## config.mk

```make
export PLATFORM = sky130hd
export DESIGN_NAME = keyed_record_table_top
export DESIGN_NICKNAME = d
export VERILOG_FILES = /design/src/rtl/krt_pkg.sv /design/src/rtl/krt_ram.sv /design/src/rtl/krt_ctrl.sv /design/src/rtl/keyed_record_table_top.sv
export SDC_FILE = /design/constraint.sdc
export NUM_CORES = 2
export LEC_CHECK = 0
export ABC_AREA = 1
export BUFFER_PORTS_ARGS = -buffer_cell sky130_fd_sc_hd__buf_2
export CAP_MARGIN = 0
export CORE_ASPECT_RATIO = 0.75
export CORE_MARGIN = 8
export CORE_UTILIZATION = 46
export DETAILED_ROUTE_END_ITERATION = 16
export PLACE_DENSITY = 0.68
export SYNTH_ARGS = -nofsm -noshare
export SYNTH_HDL_FRONTEND = slang
export SYNTH_SLANG_ARGS = --single-unit
```

## constraint.sdc

```tcl
create_clock -name clk_i -period 10.25 [get_ports clk_i]
set_clock_uncertainty 0.1 [all_clocks]
set_input_delay 1.5375 -clock clk_i [delete_from_list [all_inputs] [get_ports clk_i]]
set_output_delay 1.5375 -clock clk_i [all_outputs]
set_load 0.02 [all_outputs]
```

## src/rtl/krt_pkg.sv

```systemverilog
// Package for the keyed record table: item structs, action and status codes,
// controller states and the default table size. No dependencies.
package krt_pkg;

  localparam int unsigned CapacityDefault = 64;

  typedef enum logic [2:0] {
    ACT_INSERT = 3'd0,
    ACT_DELETE = 3'd1,
    ACT_MODIFY = 3'd2,
    ACT_LOOKUP = 3'd3,
    ACT_SORT   = 3'd4,
    ACT_CLEAR  = 3'd5,
    ACT_READ   = 3'd6
  } krt_action_e;

  typedef enum logic [2:0] {
    ST_OK        = 3'd0,
    ST_NOT_FOUND = 3'd1,
    ST_DUPLICATE = 3'd2,
    ST_FULL      = 3'd3,
    ST_BAD_CLASS = 3'd4,
    ST_BAD_INDEX = 3'd5
  } krt_status_e;

  typedef enum logic [3:0] {
    S_IDLE,
    S_SCAN,
    S_SCAN2,
    S_SHIFT,
    S_SORT,
    S_SWAP_A,
    S_SWAP_B,
    S_RD_WAIT,
    S_DONE
  } krt_state_e;

  typedef struct packed {
    krt_action_e action;
    logic [30:0] key_id;
    logic [30:0] new_id;
    logic [1:0]  class_code;
    logic        descending;
    logic [5:0]  read_index;
  } krt_in_t;

  typedef struct packed {
    krt_status_e status;
    logic [5:0]  found_index;
    logic [30:0] record_id;
    logic [1:0]  record_class;
    logic [6:0]  entry_total;
  } krt_out_t;

  // One table entry as stored in memory.
  typedef struct packed {
    logic [30:0] id;
    logic [1:0]  cls;
  } krt_rec_t;

endpackage

```

## src/rtl/krt_ram.sv

```systemverilog
// Generic single-write, single-read synchronous RAM with registered read data.
// No dependencies.
module krt_ram #(
  parameter int unsigned WIDTH = 8,
  parameter int unsigned DEPTH = 64
) (
  input  logic                     clk_i,
  input  logic                     we_i,
  input  logic [$clog2(DEPTH)-1:0] waddr_i,
  input  logic [WIDTH-1:0]         wdata_i,
  input  logic                     re_i,
  input  logic [$clog2(DEPTH)-1:0] raddr_i,
  output logic [WIDTH-1:0]         rdata_o
);

  logic [WIDTH-1:0] mem_q [DEPTH];
  logic [WIDTH-1:0] rdata_q;

  always_ff @(posedge clk_i) begin
    if (we_i) begin
      mem_q[waddr_i] <= wdata_i;
    end
    if (re_i) begin
      rdata_q <= mem_q[raddr_i];
    end
  end

  assign rdata_o = rdata_q;

endmodule

```

## src/rtl/krt_ctrl.sv

```systemverilog
// Table sequencer: scans, shifts, selection sort and reads over the record RAM.
// Depends on krt_pkg; drives the RAM ports of krt_ram.
module krt_ctrl import krt_pkg::*; #(
  parameter int unsigned CAPACITY = CapacityDefault
) (
  input  logic                        clk_i,
  input  logic                        rst_ni,
  input  logic                        in_valid_i,
  output logic                        in_ready_o,
  input  krt_in_t                     in_item_i,
  output logic                        res_valid_o,
  input  logic                        res_ready_i,
  output krt_out_t                    res_item_o,
  output logic                        ram_we_o,
  output logic [$clog2(CAPACITY)-1:0] ram_waddr_o,
  output krt_rec_t                    ram_wdata_o,
  output logic                        ram_re_o,
  output logic [$clog2(CAPACITY)-1:0] ram_raddr_o,
  input  krt_rec_t                    ram_rdata_i
);

  localparam int unsigned IW  = $clog2(CAPACITY);
  localparam int unsigned CW  = $clog2(CAPACITY + 1);
  localparam int unsigned IXW = (CW > 6) ? CW : 6;

  krt_state_e  state_q, state_d;
  krt_action_e act_q, act_d;
  logic [30:0] key_q, key_d, nid_q, nid_d;
  logic [1:0]  cls_q, cls_d;
  logic        desc_q, desc_d;
  logic [CW-1:0] cnt_q, cnt_d, issue_q, issue_d;
  logic        pend_q, pend_d;
  logic [IW-1:0] cmp_q, cmp_d, pos_q, pos_d, outer_q, outer_d, pick_q, pick_d;
  krt_rec_t    best_q, best_d, orig_q, orig_d;
  krt_status_e res_st_q, res_st_d;
  logic [IW-1:0] res_idx_q, res_idx_d;
  krt_rec_t    res_rec_q, res_rec_d;

  logic more, drained, key_hit, nid_hit, better, outer_last, ridx_bad;
  logic [CW-1:0] next_outer;

  // Scan conditions: one read issued per cycle, compared in the cycle after it is issued.
  always_comb begin
    more       = issue_q < cnt_q;
    drained    = !pend_q && !more;
    key_hit    = pend_q && (ram_rdata_i.id == key_q);
    nid_hit    = pend_q && (ram_rdata_i.id == nid_q) && (cmp_q != pos_q);
    better     = desc_q ? (best_q.id < ram_rdata_i.id) : (best_q.id > ram_rdata_i.id);
    next_outer = CW'(outer_q) + CW'(1);
    outer_last = next_outer >= cnt_q;
    ridx_bad   = IXW'(in_item_i.read_index) >= IXW'(cnt_q);
  end

  // Next state
  always_comb begin
    state_d = state_q;
    unique case (state_q)
      S_IDLE: begin
        if (in_valid_i) begin
          unique case (in_item_i.action)
            ACT_INSERT: state_d = (in_item_i.class_code == 2'd0) ? S_DONE : S_SCAN;
            ACT_DELETE, ACT_MODIFY, ACT_LOOKUP: state_d = S_SCAN;
            ACT_SORT:   state_d = (cnt_q == '0) ? S_DONE : S_SORT;
            ACT_READ:   state_d = ridx_bad ? S_DONE : S_RD_WAIT;
            default:    state_d = S_DONE;
          endcase
        end
      end
      S_SCAN: begin
        if (key_hit) begin
          unique case (act_q)
            ACT_DELETE: state_d = S_SHIFT;
            ACT_MODIFY: state_d = S_SCAN2;
            default:    state_d = S_DONE;
          endcase
        end else if (drained) begin
          state_d = S_DONE;
        end
      end
      S_SCAN2: if (nid_hit || drained) state_d = S_DONE;
      S_SHIFT: if (drained) state_d = S_DONE;
      S_SORT: begin
        if (drained) begin
          if (pick_q != outer_q) state_d = S_SWAP_A;
          else if (outer_last)   state_d = S_DONE;
        end
      end
      S_SWAP_A:  state_d = S_SWAP_B;
      S_SWAP_B:  state_d = outer_last ? S_DONE : S_SORT;
      S_RD_WAIT: state_d = S_DONE;
      S_DONE:    if (res_ready_i) state_d = S_IDLE;
      default:   state_d = S_IDLE;
    endcase
  end

  // Datapath and RAM control
  always_comb begin
    act_d = act_q; key_d = key_q; nid_d = nid_q; cls_d = cls_q; desc_d = desc_q;
    cnt_d = cnt_q; issue_d = issue_q; pend_d = pend_q; cmp_d = cmp_q;
    pos_d = pos_q; outer_d = outer_q; pick_d = pick_q; best_d = best_q; orig_d = orig_q;
    res_st_d = res_st_q; res_idx_d = res_idx_q; res_rec_d = res_rec_q;
    ram_we_o = 1'b0; ram_waddr_o = '0; ram_wdata_o = '0;
    ram_re_o = 1'b0; ram_raddr_o = issue_q[IW-1:0];

    // shared sweep: issue the next address while entries remain
    if (state_q == S_SCAN || state_q == S_SCAN2 || state_q == S_SHIFT ||
        state_q == S_SORT) begin
      pend_d = more;
      if (more) begin
        ram_re_o = 1'b1;
        issue_d  = issue_q + CW'(1);
        cmp_d    = issue_q[IW-1:0];
      end
    end

    unique case (state_q)
      S_IDLE: begin
        if (in_valid_i) begin
          act_d = in_item_i.action; key_d = in_item_i.key_id; nid_d = in_item_i.new_id;
          cls_d = in_item_i.class_code; desc_d = in_item_i.descending;
          issue_d = '0; pend_d = 1'b0; outer_d = '0;
          res_st_d = ST_OK; res_idx_d = '0; res_rec_d = '0;
          unique case (in_item_i.action)
            ACT_INSERT: if (in_item_i.class_code == 2'd0) res_st_d = ST_BAD_CLASS;
            ACT_CLEAR:  cnt_d = '0;
            ACT_READ: begin
              if (ridx_bad) begin
                res_st_d = ST_BAD_INDEX;
              end else begin
                ram_re_o    = 1'b1;
                ram_raddr_o = IW'(in_item_i.read_index);
                pos_d       = IW'(in_item_i.read_index);
              end
            end
            default: ;
          endcase
        end
      end
      S_SCAN: begin
        if (key_hit) begin
          pend_d = 1'b0;
          pos_d  = cmp_q;
          unique case (act_q)
            ACT_INSERT: res_st_d = ST_DUPLICATE;
            ACT_DELETE: begin
              res_idx_d = cmp_q; res_rec_d = ram_rdata_i;
              issue_d   = CW'(cmp_q) + CW'(1);
            end
            ACT_MODIFY: issue_d = '0;
            default: begin
              res_idx_d = cmp_q; res_rec_d = ram_rdata_i;
            end
          endcase
        end else if (drained) begin
          if (act_q == ACT_INSERT) begin
            if (cnt_q == CW'(CAPACITY)) begin
              res_st_d = ST_FULL;
            end else begin
              ram_we_o    = 1'b1;
              ram_waddr_o = cnt_q[IW-1:0];
              ram_wdata_o = '{id: key_q, cls: cls_q};
              cnt_d       = cnt_q + CW'(1);
              res_idx_d   = cnt_q[IW-1:0];
              res_rec_d   = '{id: key_q, cls: cls_q};
            end
          end else begin
            res_st_d = ST_NOT_FOUND;
          end
        end
      end
      S_SCAN2: begin
        if (nid_hit) begin
          pend_d   = 1'b0;
          res_st_d = ST_DUPLICATE;
        end else if (drained) begin
          if (cls_q == 2'd0) begin
            res_st_d = ST_BAD_CLASS;
          end else begin
            ram_we_o    = 1'b1;
            ram_waddr_o = pos_q;
            ram_wdata_o = '{id: nid_q, cls: cls_q};
            res_idx_d   = pos_q;
            res_rec_d   = '{id: nid_q, cls: cls_q};
          end
        end
      end
      S_SHIFT: begin
        // entry read last cycle moves one place down
        if (pend_q) begin
          ram_we_o    = 1'b1;
          ram_waddr_o = cmp_q - IW'(1);
          ram_wdata_o = ram_rdata_i;
        end
        if (drained) cnt_d = cnt_q - CW'(1);
      end
      S_SORT: begin
        if (pend_q) begin
          if (cmp_q == outer_q) begin
            orig_d = ram_rdata_i; best_d = ram_rdata_i; pick_d = outer_q;
          end else if (better) begin
            best_d = ram_rdata_i; pick_d = cmp_q;
          end
        end
        if (drained && pick_q == outer_q && !outer_last) begin
          outer_d = IW'(next_outer);
          issue_d = next_outer;
        end
      end
      S_SWAP_A: begin
        ram_we_o = 1'b1; ram_waddr_o = outer_q; ram_wdata_o = best_q;
      end
      S_SWAP_B: begin
        ram_we_o = 1'b1; ram_waddr_o = pick_q; ram_wdata_o = orig_q;
        outer_d  = IW'(next_outer);
        issue_d  = next_outer;
      end
      S_RD_WAIT: begin
        res_idx_d = pos_q; res_rec_d = ram_rdata_i;
      end
      default: ;
    endcase
  end

  assign in_ready_o  = (state_q == S_IDLE);
  assign res_valid_o = (state_q == S_DONE);
  assign res_item_o  = '{status: res_st_q, found_index: 6'(res_idx_q),
                         record_id: res_rec_q.id, record_class: res_rec_q.cls,
                         entry_total: 7'(cnt_q)};

  always_ff @(posedge clk_i or negedge rst_ni) begin
    if (!rst_ni) begin
      state_q <= S_IDLE;
      cnt_q   <= '0;
      issue_q <= '0;
      pend_q  <= 1'b0;
    end else begin
      state_q <= state_d;
      cnt_q   <= cnt_d;
      issue_q <= issue_d;
      pend_q  <= pend_d;
    end
  end

  always_ff @(posedge clk_i) begin
    act_q <= act_d; key_q <= key_d; nid_q <= nid_d; cls_q <= cls_d; desc_q <= desc_d;
    cmp_q <= cmp_d; pos_q <= pos_d; outer_q <= outer_d; pick_q <= pick_d;
    best_q <= best_d; orig_q <= orig_d;
    res_st_q <= res_st_d; res_idx_q <= res_idx_d; res_rec_q <= res_rec_d;
  end

endmodule

```

## src/rtl/keyed_record_table_top.sv

```systemverilog
// Keyed record table, top level: record RAM, sequencer and output register.
// Depends on krt_pkg, krt_ram and krt_ctrl.
//
// A table of up to CAPACITY records (31-bit ID, 2-bit class) kept in one
// RAM with a single read and a single write port; every action is one
// input item and gives exactly one result item. Only one item is in work
// at a time, and the RAM read port, one entry per cycle, sets the time:
// lookup and insert scan the table at most once, delete searches for the
// key and shifts the entries above it down (the search and the shift down
// together pass over the table once), modify searches for the key, then
// checks the new ID against all others, and sort is a selection sort. A
// finished result sits in an output register, so the next item is taken
// while it waits. The RAM needs no clearing after reset: only entries
// below the record count are ever read.
module keyed_record_table_top import krt_pkg::*; #(
  parameter int unsigned CAPACITY = CapacityDefault
) (
  input  logic     clk_i,
  input  logic     rst_ni,
  input  logic     in_valid_i,
  output logic     in_ready_o,
  input  krt_in_t  in_item_i,
  output logic     out_valid_o,
  input  logic     out_ready_i,
  output krt_out_t out_item_o
);

  localparam int unsigned IW = $clog2(CAPACITY);

  logic          ram_we, ram_re;
  logic [IW-1:0] ram_waddr, ram_raddr;
  krt_rec_t      ram_wdata, ram_rdata;

  logic     res_valid, res_ready;
  krt_out_t res_item;

  logic     out_valid_q;
  krt_out_t out_item_q;

  krt_ram #(
    .WIDTH ($bits(krt_rec_t)),
    .DEPTH (CAPACITY)
  ) u_ram (
    .clk_i   (clk_i),
    .we_i    (ram_we),
    .waddr_i (ram_waddr),
    .wdata_i (ram_wdata),
    .re_i    (ram_re),
    .raddr_i (ram_raddr),
    .rdata_o (ram_rdata)
  );

  krt_ctrl #(
    .CAPACITY (CAPACITY)
  ) u_ctrl (
    .clk_i       (clk_i),
    .rst_ni      (rst_ni),
    .in_valid_i  (in_valid_i),
    .in_ready_o  (in_ready_o),
    .in_item_i   (in_item_i),
    .res_valid_o (res_valid),
    .res_ready_i (res_ready),
    .res_item_o  (res_item),
    .ram_we_o    (ram_we),
    .ram_waddr_o (ram_waddr),
    .ram_wdata_o (ram_wdata),
    .ram_re_o    (ram_re),
    .ram_raddr_o (ram_raddr),
    .ram_rdata_i (ram_rdata)
  );

  // Output register: loads when empty or when its item is being taken.
  assign res_ready = !out_valid_q || out_ready_i;

  always_ff @(posedge clk_i or negedge rst_ni) begin
    if (!rst_ni) begin
      out_valid_q <= 1'b0;
    end else if (res_ready) begin
      out_valid_q <= res_valid;
    end
  end

  always_ff @(posedge clk_i) begin
    if (res_ready && res_valid) begin
      out_item_q <= res_item;
    end
  end

  assign out_valid_o = out_valid_q;
  assign out_item_o  = out_item_q;

endmodule

```

# == After elaboration in Yosys (flattened, before gate mapping) ==
# Memories as Yosys holds them, arrays and structs flattened. A register that Yosys moved wholly into a read port is not among the register bits.
# Cells that the tools add are included.
# totals
reg_bits,269
ram_bits,2112
inputBits,78
output_inout_bits,51
elab_cells,248
memories,1
# classes
addsub,6
n_lt_le_gt_ge,5
eq_ne,49
mux,119
n_reduce_logical,41
# memory_table
memory,depth,word_bits,read_ports,rd_ports_with_merged_regs,wr,line,text
u_ram.mem_q,64,33,1,1,1,krt_ram.sv:16,logic [WIDTH-1:0] mem_q [DEPTH];
# ops
operator,n
two-way mux 33 bit,19
two-way mux 6 bit,28
one-hot mux 33 bit (5 select lines),1
one-hot mux 33 bit (4 select lines),1
two-way mux 7 bit,12
equality test 31 bit,2
two-way mux 4 bit,12
one-hot mux 4 bit (9 select lines),1
two-way mux 3 bit,11
> comparator 31 bit,1
< comparator 31 bit,1
one-hot mux 6 bit (5 select lines),1
one-hot mux 7 bit (4 select lines),1
one-hot mux 6 bit (4 select lines),1
two-way mux 1 bit,21
one-hot mux 7 bit (3 select lines),1
"!= test 2 x 1 -> 1 bit, second input constant",9
one-hot mux 6 bit (3 select lines),1
"equality test 4 x 3 -> 1 bit, second input constant",4
"!= test 2 bit, second input constant",8
one-hot mux 4 bit (4 select lines),1
"adder 6 x 1 -> 7 bit, second input constant",2
"adder 7 x 1 -> 7 bit, second input constant",2
one-hot mux 7 bit (2 select lines),1
other kinds (42),78

# == Logic depth before layout (Yosys ltp) ==
# depth
word_depth,9
mapped_depth,22
depth_no_buf,19

# == Modules after synthesis ==
# A second synthesis with hierarchy kept.
# unflattened
cells_unflattened,8452
hier_area_um2,100466.4
# modules_own_cells
mod,n_inst,cells_per_inst,area_each_um2,seq_area_each_um2
krt_ram,1,6996,86043.8,64411.8
krt_ctrl,1,1401,12906.1,6481.2
keyed_record_table_top,1,55,1516.5,1496.4

# == Worst setup path before layout ==
# Ideal clock, no wire load.
# synth_path
kind,reg2reg
from,reg u_ctrl.cnt_q[6]
to,"mem u_ram.mem_q[0][13] in the netlist's numbering, data pin"
setup_time_ps,702
arrival_time_ps,4536
required_ps,9448
setup_slack_ps,4912
path_stages_with_launch,14
path_buffers,2
period_less_slack_ps,5338
path_cell_list,dfrtp_1 -> inv_1 -> ha_1 -> nand2_1 -> inv_1 -> nand3_1 -> a21oi_1 -> or2_2 -> nand2_1 -> buf_2 -> nor2_1 -> nand2_1 -> clkbuf_1 -> o21ai_0
# synth_rtl
item,line,text
start: declaration,krt_ctrl.sv:31,"logic [CW-1:0] cnt_q, cnt_d, issue_q, issue_d;"
start signal: assignment,krt_ctrl.sv:238,cnt_q <= cnt_d;
end: declaration,krt_ram.sv:16,

# == Final worst setup path ==
# layout_path
from,reg u_ctrl.cnt_q[4]
to,mem u_ram.mem_q[20][20] in the netlist's numbering (enable)
# layout_via
elab_chain_len,8
elab_cells_between_ends,20
cone_classes,order compare: 1; eq/ne: 1; mux: 16; reduce/logical: 2
# layout_lines
item,line,text
< comparator 7 bit / equality test 7 bit (equally long branches),"krt_ctrl.sv:44, krt_ctrl.sv:156",
zero test 1 bit / two-way mux 1 bit (equally long branches),"krt_ctrl.sv:45, krt_ctrl.sv:156",
logical AND 1 bit / two-way mux 1 bit (equally long branches),"krt_ctrl.sv:45, krt_ctrl.sv:155",
"two-way mux 1 bit, on equally long branches","krt_ctrl.sv:175, krt_ctrl.sv:154",
"two-way mux 1 bit, on equally long branches","krt_ctrl.sv:172, krt_ctrl.sv:140",
one-hot mux 1 bit (4 select lines),krt_ctrl.sv:116,unique case (state_q)
two-way mux 1 bit,krt_ram.sv:20,if (we_i) begin
two-way mux 1 bit (not written as such),krt_ram.sv:21,mem_q[waddr_i] <= wdata_i;
# Several ways; a longest one is shown, not always the timed one.

==> flow_summary.toml <==
[timing]
maxSlewViolCount = 0
setup_tns_ns = 0
worst_slack_ns = 3.55
rsz0062_at_grt = "false"
tightest_slew_ns = 1.19
setup-violations-final = 0
fmax_mhz = 149
hold_viol_final = 0
min_period_ns = 6.70
fin_crit_sh_pct = 65.4
slew_headroom_pct = 20.8

[synthesis]
synth_top_area_share_pct = 67.5
synth-seq-cells = 2414
synth_top_family_by_area = "simple AND/OR/NAND/NOR gates"
synth_compound_area_share_pct = 1.70
postSynthCellCount = 10200
synthAdderAreaFrac_pct = 0.712
ys_warn_count = 0
synth_top_cell_by_area = "edfxtp_1"
synthMuxAreaShare_pct = 0
yosys-top-cells-count = "nand2_1 (2450), edfxtp_1 (2394), inv_1 (2118)"
async_reset_ff_share_pct = 0.829
synth_xor_area_share_pct = 0.403
synth_nets = 10300
syn_area_mm2 = 0.106
synth_cell_types = 46
synth_ff_type = "edfxtp_1"
synth_area_leaders = "edfxtp_1 (68%), nand3_1 (9.9%), nand2_1 (8.6%), inv_1 (7.5%), buf_2 (1.7%)"
synth-edff-count = 2394
synth_area_per_cell_um2 = 10.4
yosysSeqAreaShare_pct = 68.0
synth_most_common_cell = "nand2_1"
synthSimpleGateAreaFrac_pct = 19.5

[placed_design]
dp_hpwl_um = 184000
io_buffers = 128
preCtsSetupSlack_ns = 3.24
gp_congestion = 0.931
place_area_mm2 = 0.111

[power]
p_leak_nw = 49.8
p_per_area_mw_per_mm2 = 264
ir_worst_vdd_mv = 0.258

[layout]
seq_area_mm2 = 0.0724
fill_cells = 19900
multi_input_area_mm2 = 0.0247
area_delta_synth_final_pct = 11.0
drive_gt1_share_pct = 7.20
finalInstanceArea_mm2 = 0.118
final_util_pct = 51.2
nNetsFinal = 10400

[floorplanning]
core_mm2 = 0.231
start_util_pct = 46.1
io_pins = 129
die-area_mm2 = 0.247
die_x_um = 572
die_y_um = 433
num_rows = 153

[critical_path]
slowest_delay_ns = 1.00
path_cells = "inv_1 -> ha_1 -> a21oi_1 -> o21ai_0 -> or2_2 -> nand2_1 -> nor3_2 -> buf_4 -> inv_2 -> o21ai_0 -> nor2_1 -> nand3_1 -> nor2_4 -> buf_4"
start_kind = "register"
cp_data_required_time_ns = 10.66
crit_type = "reg -> reg"
cp_max_fo = 30
critPathCaptureType = "register"
crit_family = "simple AND/OR/NAND/NOR gates"
cp_slowest_cell = "nor2_4"
critPathArrivalTime_ns = 7.12
critPathBufInv = 4

[detailed_routing]
drtIter0Drc = 12200
routed_wl_um = 334000
drt_pass1_iterations = 7
routed_via_density = 5.62
drtAntennaViolNets = 0
wl_per_cell_um = 24.7
drc_errors = 0
dr_total_vias = 76000

[cts]
cts_tree = "done"
clk_pin_slew_worst_paths_ns = 0.07
cts_sinks = 2414
cts_setup_buffers = 0
cts-resized-gates = 0
cts-root-buf = "clkbuf_16"
postCtsHoldBufs = 0
h-tree-depth = 4
numCtsBuffers = 228
clk_path_buf_depth = 4
clk_latency_ns = 0.91

[global_routing]
gr-total-overflow = 0
grt_pass1_wl_um = 479000
grt_util_all_layers_pct = 26.1
grt_antenna_before_repair = 14
grt_max_degree = 155
grt_pass1_vias = 71000

[hold_path]
hold_path_class = "reg -> reg"

[status]
status = "finished, final reports clean"

[flow_run]
drv_cap = 0
[per-layer routing]
layer	track usage (%)	share of wire [%]	up-vias
met4	9.92	4.2	6
met2	37.3	41	5384
met1	37.9	39	36300
met5	0	0.012	-
met3	7.49	15	781
li1	-	-	33600
[power by group]
group          internal, W  switching, W  leakage (nW)
Combinational      0.00247       0.00778          24.0
Sequential          0.0121      0.000617          22.3
Clock              0.00452       0.00372          3.45
Total               0.0191        0.0121          49.8
[state kept, by name, indices dropped and copies added (netlist names), 2 cells and up]
signal,flops
u_ctrl.pick_q,6
u_ctrl.cls_q,2
u_ctrl.pos_q,6
u_ram.rdata_o,33
u_ctrl.cnt_q,7
u_ctrl.key_q,31
u_ram.mem_q,2112
u_ctrl.orig_q,33
u_ctrl.issue_q,7
u_ctrl.best_q,33
u_ctrl.nid_q,31
u_ctrl.res_idx_q,6
u_ctrl.res_item_o,33
u_ctrl.act_q,3
u_ctrl.res_st_q,3
u_ctrl.state_q,4
u_ctrl.cmp_q,6
out_item_o,49
u_ctrl.outer_q,6
[worst paths after layout]
| kind | start | to | slack, ns | depth (start not counted) |
|---|---|---|---|---|
| worst min-delay path | u_ctrl.res_item_o[39] | out_item_o[39] | 0.32 | 0 |
| worst min register to register | u_ctrl.res_item_o[39] | out_item_o[39] | 0.32 | 0 |
| max in group asynchronous | rst_ni | u_ctrl.issue_q[2] | 9.05 | 1 |
| worst max register to register | u_ctrl.cnt_q[4] | u_ram.mem_q[20][20] | 3.55 | 14 |
| worst max-delay path | u_ctrl.cnt_q[4] | u_ram.mem_q[20][20] | 3.55 | 14 |
| min in group asynchronous | rst_ni | u_ctrl.state_q[1] | 0.57 | 1 |
[kinds of logic (layout without fill, tap and decap cells)]
group	after synthesis	in the layout
AND/OR/NAND/NOR	4787	4787
XOR/XNOR	49	49
AO/OA/AOI/OAI	263	263
buffers and inverters	2632	2845
other	0	5
flip-flops	2414	2414
adder cells (fa/ha/maj)	60	60
[layout by cell type (no fill, tap or decap), drive strengths merged, types with 4 or more instances in the layout]
master,count
a211oi,4
a21oi,53
a221oi,25
a32o,13
buf,306
bufinv,16
clkbuf,276
clkinv,110
clkinvlp,6
dfrtp,20
diode,5
edfxtp,2394
ha,59
inv,2131
nand2,2451
nand3,2104
nand4,22
nor2,168
nor3,17
nor4,13
o2111ai,4
o211ai,16
o21ai,63
o221ai,54
o22ai,17
or2,7
xnor2,12
xor2,37
[layout make-up]
type	count	share of cell area, %
well taps	3100	3.28
multi-input cells	5159	20.9
clock inverters	135	0.925
inverters	2128	6.77
repair buffers	306	1.86
clock buffers	276	5.03
diodes	5	0.0106
flip-flops and latches	2414	61.2
[stage by stage]
step	power (W)	hold WS, ns	std cells
floorplan	0.0188	0.300	10200
global route	0.0323	0.321	13500
finish	0.0312	0.317	13500
global placement	0.0226	0.304	13100
CTS	0.0309	0.318	13500
detailed placement	0.0227	0.305	13100
Power figures use the tool's default switching activity.
